### src/sv/pps_pkg.sv
// Shared types and constants for the preemptive priority scheduler.
package pps_pkg;

  localparam int MAX_PROCS_DEF = 64;
  localparam int TIME_W        = 24;
  localparam int ARR_W         = 16;
  localparam int BURST_W       = 16;
  localparam int PRIO_W        = 8;
  localparam int PID_W         = 7;

  localparam logic [TIME_W-1:0] TIME_MAX = {TIME_W{1'b1}};

  localparam logic CMD_LOAD = 1'b0;
  localparam logic CMD_TICK = 1'b1;

  typedef struct packed {
    logic [ARR_W-1:0]   arrival;
    logic [BURST_W-1:0] burst;
    logic [BURST_W-1:0] remaining;
    logic [PRIO_W-1:0]  prio;
  } pps_entry_t;

  typedef enum logic [1:0] {
    S_IDLE,
    S_SCAN,
    S_DRAIN,
    S_WB
  } pps_state_t;

endpackage

### src/sv/preemptive_priority_scheduler_top.sv
// Top level of the preemptive priority scheduler: control sequencer and result registers.
//
// A load request (cmd 0) gives no result; it is ignored when the table is full
// or the burst is zero. A tick request (cmd 1) reads the process table once per
// loaded slot through its single read port, then writes the chosen entry back:
// busy stays high through the scan, drain and write-back states after the
// request (only write-back with nothing loaded). The result is shown for
// exactly one cycle with done high, in the cycle after the write-back; the
// receiver cannot stall it and a new request may be taken in that same cycle.
// turnaround and waiting are zero unless finished is set.
module preemptive_priority_scheduler_top
  import pps_pkg::*;
#(
  parameter int MAX_PROCS = MAX_PROCS_DEF
) (
  input  logic               clk,
  input  logic               rst,
  input  logic               start,
  output logic               busy,
  input  logic               cmd,
  input  logic [ARR_W-1:0]   arrival_time,
  input  logic [BURST_W-1:0] burst_time,
  input  logic [PRIO_W-1:0]  prio_level,
  output logic               done,
  output logic               ran,
  output logic [PID_W-1:0]   process_id,
  output logic               finished,
  output logic [TIME_W-1:0]  turnaround,
  output logic [TIME_W-1:0]  waiting,
  output logic               all_done
);

  localparam int IW = (MAX_PROCS > 1) ? $clog2(MAX_PROCS) : 1;
  localparam int CW = $clog2(MAX_PROCS + 1);

  pps_state_t state, state_next;

  logic [CW-1:0]     loaded_count;
  logic [CW-1:0]     done_count;
  logic [TIME_W-1:0] now_time;
  logic [IW-1:0]     idx;
  logic [IW-1:0]     rd_idx;
  logic              rd_valid;

  logic       accept;
  logic       load_ok;
  logic       last_read;
  logic       rd_en;
  logic       wr_en;
  logic [IW-1:0] wr_addr;
  pps_entry_t wr_data;
  pps_entry_t rd_data;
  pps_entry_t load_entry;

  logic       found;
  logic [IW-1:0] best_idx;
  pps_entry_t best_entry;

  logic [BURST_W-1:0] rem_dec;
  logic               fin;
  logic [TIME_W-1:0]  now_next;
  logic [TIME_W-1:0]  tat;
  logic [TIME_W-1:0]  wt;
  logic [CW-1:0]      pid_full;
  logic [CW-1:0]      done_count_next;

  assign busy      = (state != S_IDLE);
  assign accept    = start && !busy;
  assign load_ok   = (burst_time != '0) && (loaded_count < CW'(MAX_PROCS));
  assign last_read = ((CW'(idx) + CW'(1)) == loaded_count);

  always_comb begin
    load_entry.arrival   = arrival_time;
    load_entry.burst     = burst_time;
    load_entry.remaining = burst_time;
    load_entry.prio      = prio_level;
  end

  // next state
  always_comb begin
    state_next = state;
    unique case (state)
      S_IDLE: begin
        if (accept && (cmd == CMD_TICK)) begin
          state_next = (loaded_count == '0) ? S_WB : S_SCAN;
        end
      end
      S_SCAN: begin
        if (last_read) state_next = S_DRAIN;
      end
      S_DRAIN: state_next = S_WB;
      S_WB:    state_next = S_IDLE;
      default: state_next = S_IDLE;
    endcase
  end

  // sequencer outputs
  always_comb begin
    rd_en   = 1'b0;
    wr_en   = 1'b0;
    wr_addr = loaded_count[IW-1:0];
    wr_data = load_entry;
    unique case (state)
      S_IDLE: begin
        wr_en = accept && (cmd == CMD_LOAD) && load_ok;
      end
      S_SCAN: begin
        rd_en = 1'b1;
      end
      S_DRAIN: ;
      S_WB: begin
        wr_en             = found;
        wr_addr           = best_idx;
        wr_data           = best_entry;
        wr_data.remaining = rem_dec;
      end
      default: ;
    endcase
  end

  always_ff @(posedge clk) begin
    if (rst) begin
      state <= S_IDLE;
    end else begin
      state <= state_next;
    end
  end

  always_ff @(posedge clk) begin
    if (rst) begin
      idx      <= '0;
      rd_valid <= 1'b0;
    end else begin
      rd_valid <= rd_en;
      if (state == S_IDLE) begin
        idx <= '0;
      end else if (rd_en) begin
        idx <= idx + IW'(1);
      end
    end
  end

  always_ff @(posedge clk) begin
    rd_idx <= idx;
  end

  pps_mem #(
    .DEPTH(MAX_PROCS)
  ) u_mem (
    .clk    (clk),
    .wr_en  (wr_en),
    .wr_addr(wr_addr),
    .wr_data(wr_data),
    .rd_en  (rd_en),
    .rd_addr(idx),
    .rd_data(rd_data)
  );

  pps_scan #(
    .MAX_PROCS(MAX_PROCS)
  ) u_scan (
    .clk       (clk),
    .rst       (rst),
    .clear     (state == S_IDLE),
    .in_valid  (rd_valid),
    .in_idx    (rd_idx),
    .in_entry  (rd_data),
    .now_time  (now_time),
    .found     (found),
    .best_idx  (best_idx),
    .best_entry(best_entry)
  );

  // write-back arithmetic
  always_comb begin
    rem_dec         = best_entry.remaining - BURST_W'(1);
    fin             = found && (rem_dec == '0);
    now_next        = (now_time < TIME_MAX) ? now_time + TIME_W'(1) : now_time;
    tat             = now_next - TIME_W'(best_entry.arrival);
    wt              = (tat >= TIME_W'(best_entry.burst)) ?
                      tat - TIME_W'(best_entry.burst) : '0;
    pid_full        = CW'(best_idx) + CW'(1);
    done_count_next = done_count + CW'(fin);
  end

  always_ff @(posedge clk) begin
    if (rst) begin
      loaded_count <= '0;
      done_count   <= '0;
      now_time     <= '0;
      done         <= 1'b0;
    end else begin
      done <= (state == S_WB);
      if (wr_en && (state == S_IDLE)) begin
        loaded_count <= loaded_count + CW'(1);
      end
      if (state == S_WB) begin
        now_time   <= now_next;
        done_count <= done_count_next;
      end
    end
  end

  always_ff @(posedge clk) begin
    if (state == S_WB) begin
      ran        <= found;
      process_id <= found ? PID_W'(pid_full) : '0;
      finished   <= fin;
      turnaround <= fin ? tat : '0;
      waiting    <= fin ? wt : '0;
      all_done   <= (done_count_next == loaded_count);
    end
  end

endmodule

### src/sv/pps_mem.sv
// Process table: one write port, one registered read port.
module pps_mem
  import pps_pkg::*;
#(
  parameter int DEPTH = MAX_PROCS_DEF,
  localparam int AW = (DEPTH > 1) ? $clog2(DEPTH) : 1
) (
  input  logic          clk,
  input  logic          wr_en,
  input  logic [AW-1:0] wr_addr,
  input  pps_entry_t    wr_data,
  input  logic          rd_en,
  input  logic [AW-1:0] rd_addr,
  output pps_entry_t    rd_data
);

  pps_entry_t mem [DEPTH];

  always_ff @(posedge clk) begin
    if (wr_en) begin
      mem[wr_addr] <= wr_data;
    end
  end

  always_ff @(posedge clk) begin
    if (rd_en) begin
      rd_data <= mem[rd_addr];
    end
  end

endmodule

### src/sv/pps_scan.sv
// Best-candidate tracker fed one table entry per cycle during a tick scan.
module pps_scan
  import pps_pkg::*;
#(
  parameter int MAX_PROCS = MAX_PROCS_DEF,
  localparam int IW = (MAX_PROCS > 1) ? $clog2(MAX_PROCS) : 1
) (
  input  logic              clk,
  input  logic              rst,
  input  logic              clear,
  input  logic              in_valid,
  input  logic [IW-1:0]     in_idx,
  input  pps_entry_t        in_entry,
  input  logic [TIME_W-1:0] now_time,
  output logic              found,
  output logic [IW-1:0]     best_idx,
  output pps_entry_t        best_entry
);

  logic eligible;
  logic better;

  always_comb begin
    eligible = (TIME_W'(in_entry.arrival) <= now_time) && (in_entry.remaining != '0);
    better   = !found || (in_entry.prio < best_entry.prio) ||
               ((in_entry.prio == best_entry.prio) &&
                (in_entry.arrival < best_entry.arrival));
  end

  always_ff @(posedge clk) begin
    if (rst || clear) begin
      found <= 1'b0;
    end else if (in_valid && eligible && better) begin
      found <= 1'b1;
    end
  end

  always_ff @(posedge clk) begin
    if (in_valid && eligible && better) begin
      best_idx   <= in_idx;
      best_entry <= in_entry;
    end
  end

endmodule

### config.mk
export PLATFORM = sky130hd
export DESIGN_NAME = preemptive_priority_scheduler_top
export DESIGN_NICKNAME = d
export VERILOG_FILES = /design/src/sv/pps_pkg.sv /design/src/sv/preemptive_priority_scheduler_top.sv /design/src/sv/pps_mem.sv /design/src/sv/pps_scan.sv
export SDC_FILE = /design/constraint.sdc
export NUM_CORES = 2
export LEC_CHECK = 0
export BUFFER_PORTS_ARGS = -buffer_cell sky130_fd_sc_hd__buf_2
export CORE_MARGIN = 8
export CORE_UTILIZATION = 45
export CTS_CLUSTER_SIZE = 40
export DETAILED_ROUTE_END_ITERATION = 6
export PLACE_DENSITY_LB_ADDON = 0.25
export SYNTH_ARGS = -nofsm -noshare
export SYNTH_HDL_FRONTEND = slang
export SYNTH_SLANG_ARGS = --single-unit
export TNS_END_PERCENT = 10
### constraint.sdc
create_clock -name clk -period 9.6 [get_ports clk]
set_input_delay 1.44 -clock clk [delete_from_list [all_inputs] [get_ports clk]]
set_output_delay 1.44 -clock clk [all_outputs]
set_load 0.02 [all_outputs]
==> flow_metrics.env <==
export IMPL_outcome="complete, no violations"
export IMPL_setup_viol=0
export IMPL_cp_top_family="compound AO/OA/AOI/OAI gates"
export IMPL_rsz0062_at_grt="no"
export IMPL_crit_start="now_time[4]$_SDFFE_PP0P_"
export IMPL_cts_buffers=380
export IMPL_critPathMostFrequentCell="a21oi_1"
export IMPL_end_kind="flip-flop"
export IMPL_cpPeakStageDelay_ps=640
export IMPL_syn_area_sq_um=148000
export IMPL_crit_path_top_delay_cell="a41o_1"
export IMPL_synth_edf_count=3760
export IMPL_clk_pin_slew_ps=60
export IMPL_drv_slew=0
export IMPL_required_ps=10250
export IMPL_io_buffers=103
export IMPL_critical_path_depth=21
export IMPL_async_flop_share=0
export IMPL_yosys_warnings=0
export IMPL_dpl_hpwl_mm=216
export IMPL_avgViaCountPerCell=6.18
export IMPL_layout_area_overhead_vs_synth_pct=12.8
export IMPL_maxCapViolCount=0
export IMPL_irDropWorstVdd_mv=0.164
export IMPL_synth_largest_area_cell="edfxtp_1"
export IMPL_swShare=0.226
export IMPL_fin_cells=11400
export IMPL_cts_sinks=3815
export IMPL_critPathMaxFanout=22
export IMPL_fin_nets=6811
export IMPL_power_density_nw_per_um2=218
export IMPL_ys_ff_latch=3815
export IMPL_rows=211
export IMPL_ant_nets=0
export IMPL_track_usage=0.223
export IMPL_min_period_over_period=0.738
export IMPL_slew_headroom=0.109
export IMPL_startpoint_type="flip-flop"
export IMPL_max_freq_ghz=0.141
export IMPL_firstDrtPassIters=5
export IMPL_wl_mm=395
export IMPL_io_pins=104
export IMPL_pwr_share_comb=0.085
export IMPL_place_inst=10700
export IMPL_p_clk_frac=0.392
export IMPL_synth_avg_cell_area_sq_um=23.4
export IMPL_cts_buffer_depth=4
export IMPL_power_internal_mw=28.3
export IMPL_rr_worst_depth=21
export IMPL_synth_seq_area_share=0.769
export IMPL_gp_congestion=0.846
export IMPL_antenna_found_initial=45
export IMPL_fin_skew_ps=47.7
export IMPL_path_cells="nand4_2 > nor4_4 > nand4_1 > nand4_1 > xnor2_1 > ha_1 > o211ai_1 > a21oi_1 > nor2_1 > o41ai_1 > xor2_1 > ha_1 > a21o_1 > a21oi_1 > o21ai_0 > a21oi_1 > o21ai_0 > a221oi_1 > and4_4 > a41o_1 > nor2_1"
export IMPL_drtIter0Drc=9653
export IMPL_wl_per_cell_microns=34.7
export IMPL_netlist_instances=6330
export IMPL_fp_dieH_microns=590
export IMPL_drc=0
export IMPL_p_leak_nw=50.1
export IMPL_grt_overflow=0
export IMPL_ys_top_cells_by_area="edfxtp_1 76%, mux4_2 18%, dfxtp_1 0.74%"
export IMPL_synth_main_ff_cell="edfxtp_1"
export IMPL_rr_endpoint="waiting[9]$_SDFFCE_PN0P_"
export IMPL_coreArea_sq_um=329000
export IMPL_die_area_sq_um=348000
export IMPL_hold_viol=0
export IMPL_crit_path_end="waiting[9]$_SDFFCE_PN0P_"
export IMPL_clock_latency_ps=940
export IMPL_yosys_area_top_type_share=0.761
export IMPL_worstMarginPinSlew_ps=1340
export IMPL_dieWidth_microns=590
export IMPL_hp_class="flip-flop to flip-flop"
export IMPL_ctsHtreeMaxLevel=5
export IMPL_grt_pass1_vias=70400
export IMPL_cts_tree="built"
export IMPL_cts_resized=0
export IMPL_layout_common_cells="3760 x edfxtp_1, 1166 x mux4_2, 389 x clkbuf_16"
export IMPL_final_common_cell="edfxtp_1"
export IMPL_initial_core_util=0.450
export IMPL_synth_fp_nets=6460
export IMPL_grt_pass1_wl_mm=553
export IMPL_regToRegSetupSlack_ps=2510
export IMPL_reg2reg_from="now_time[4]$_SDFFE_PP0P_"
export IMPL_fin_tns_setup_ps=0
export IMPL_routed_via_count=70300
export IMPL_switching_power_mw=8.24
export IMPL_num_fill_cells=25400
export IMPL_fin_crit_ps=7090
export IMPL_yosysUniqueCellTypes=70
export IMPL_seq_power_share=0.523
export IMPL_crit_type="flip-flop to flip-flop"
export IMPL_arrival_ps=7740
export IMPL_path_buf_inv=0
export IMPL_cts_root_buffer="clkbuf_16"
export IMPL_post_cts_buffers=0
export IMPL_cts_hold_buf=0
export IMPL_grt_max_degree=123
export IMPL_drive_above_1_share=0.302
## metrics by stage
stage / setup WS [ps] / power [mW] / area [sq um] / utilization / hold slack (ps)
after detailed placement: 2520 / 22.6 / 155000 / 0.472 / 391
after global placement: 2530 / 22.5 / 155000 / 0.472 / 386
after global routing: 1920 / 37.6 / 167000 / 0.508 / 406
after floorplan: 3720 / 21.5 / 148000 / - / 329
final: 2510 / 36.5 / 167000 / 0.508 / 405
after CTS: 2490 / 36.8 / 167000 / 0.508 / 403
## cells in the mapped netlist, types with 5 or more instances
master	instances
o211ai_1	5
xnor2_1	73
nand2b_1	17
a31oi_1	10
buf_1	98
o21ai_0	48
ha_1	84
nand2_1	86
inv_1	76
edfxtp_1	3760
a211oi_1	6
nor2_1	193
a21o_1	24
mux2_2	51
o32ai_1	6
mux4_2	1166
nand3_1	25
and2_1	19
o21a_1	8
nor2b_1	21
nor4_1	18
dfxtp_1	55
nand4_1	33
or3_1	15
xor2_1	41
clkbuf_1	194
nor3_1	28
buf_2	12
nor3b_1	5
mux2i_1	22
and3_1	10
a21oi_1	62
## cells by family (layout without fill, tap and decap cells)
group / after synthesis / count (layout) / synth area share
XOR/XNOR: 115 / 115 / 0.00684
buffers and inverters: 382 / 1039 / 0.00985
AO/OA/AOI/OAI: 198 / 198 / 0.00850
multiplexers: 1239 / 1239 / 0.182
other: 0 / 11 / 0
adder cells (fa/ha/maj): 86 / 86 / 0.00736
AND/OR/NAND/NOR: 495 / 495 / 0.0163
flip-flops: 3815 / 3815 / 0.769
## registers in the layout, summed over array words and instances (netlist names), 7 cells and up
register,flops
done_count,7
u_mem.rd_data,56
u_mem.mem,3584
u_scan.best_entry,56
now_time,24
process_id,7
loaded_count,7
waiting,24
turnaround,24
## power by group through the flow
stage / Combinational [mW] / Clock (mW) / Sequential, mW
finish: 3.09 / 14.3 / 19.1
floorplan: 2.06 / 0 / 19.4
global placement: 3.07 / 0 / 19.4
global route: 3.31 / 15.1 / 19.1
detailed placement: 3.13 / 0 / 19.4
CTS: 3.13 / 14.5 / 19.1
## how the worst min path moves through the flow
| stage | start | end | cells after the start |
|---|---|---|---|
| 2_1_floorplan | idx[3]$_SDFFE_PP0P_ | rd_idx[3]$_DFF_P_ | 0 |
| 3_3_place_gp | rd_idx[0]$_DFF_P_ | u_scan.best_idx[0]$_DFFE_PP_ | 0 |
| 3_5_place_dp | rd_idx[4]$_DFF_P_ | u_scan.best_idx[4]$_DFFE_PP_ | 0 |
| 4_1_cts | rd_idx[3]$_DFF_P_ | u_scan.best_idx[3]$_DFFE_PP_ | 0 |
| 5_1_grt | rd_idx[3]$_DFF_P_ | u_scan.best_idx[3]$_DFFE_PP_ | 0 |
| 6_report | rd_idx[3]$_DFF_P_ | u_scan.best_idx[3]$_DFFE_PP_ | 0 |
## cell type report
class	instances	area [sq um]	share of cell area
multi-input combinational	2133	33500	0.200
timing repair buffer	275	2120	0.0127
clock inverter	229	1880	0.0112
sequential	3815	114000	0.681
clock buffer	459	10000	0.0597
antenna	11	27.5	0.000164
tap	4366	5460	0.0326
inverter	76	285	0.00170
## routing by layer
metal | GRT usage | vias to the layer above | share of wire
li1 | - | 27800 | -
met1 | 0.320 | 38600 | 0.41
met2 | 0.357 | 3386 | 0.48
met3 | 0.0475 | 503 | 0.094
met4 | 0.0486 | 18 | 0.021
met5 | 0 | - | 0.00032
Note: power is estimated with default switching activity, not from simulation.
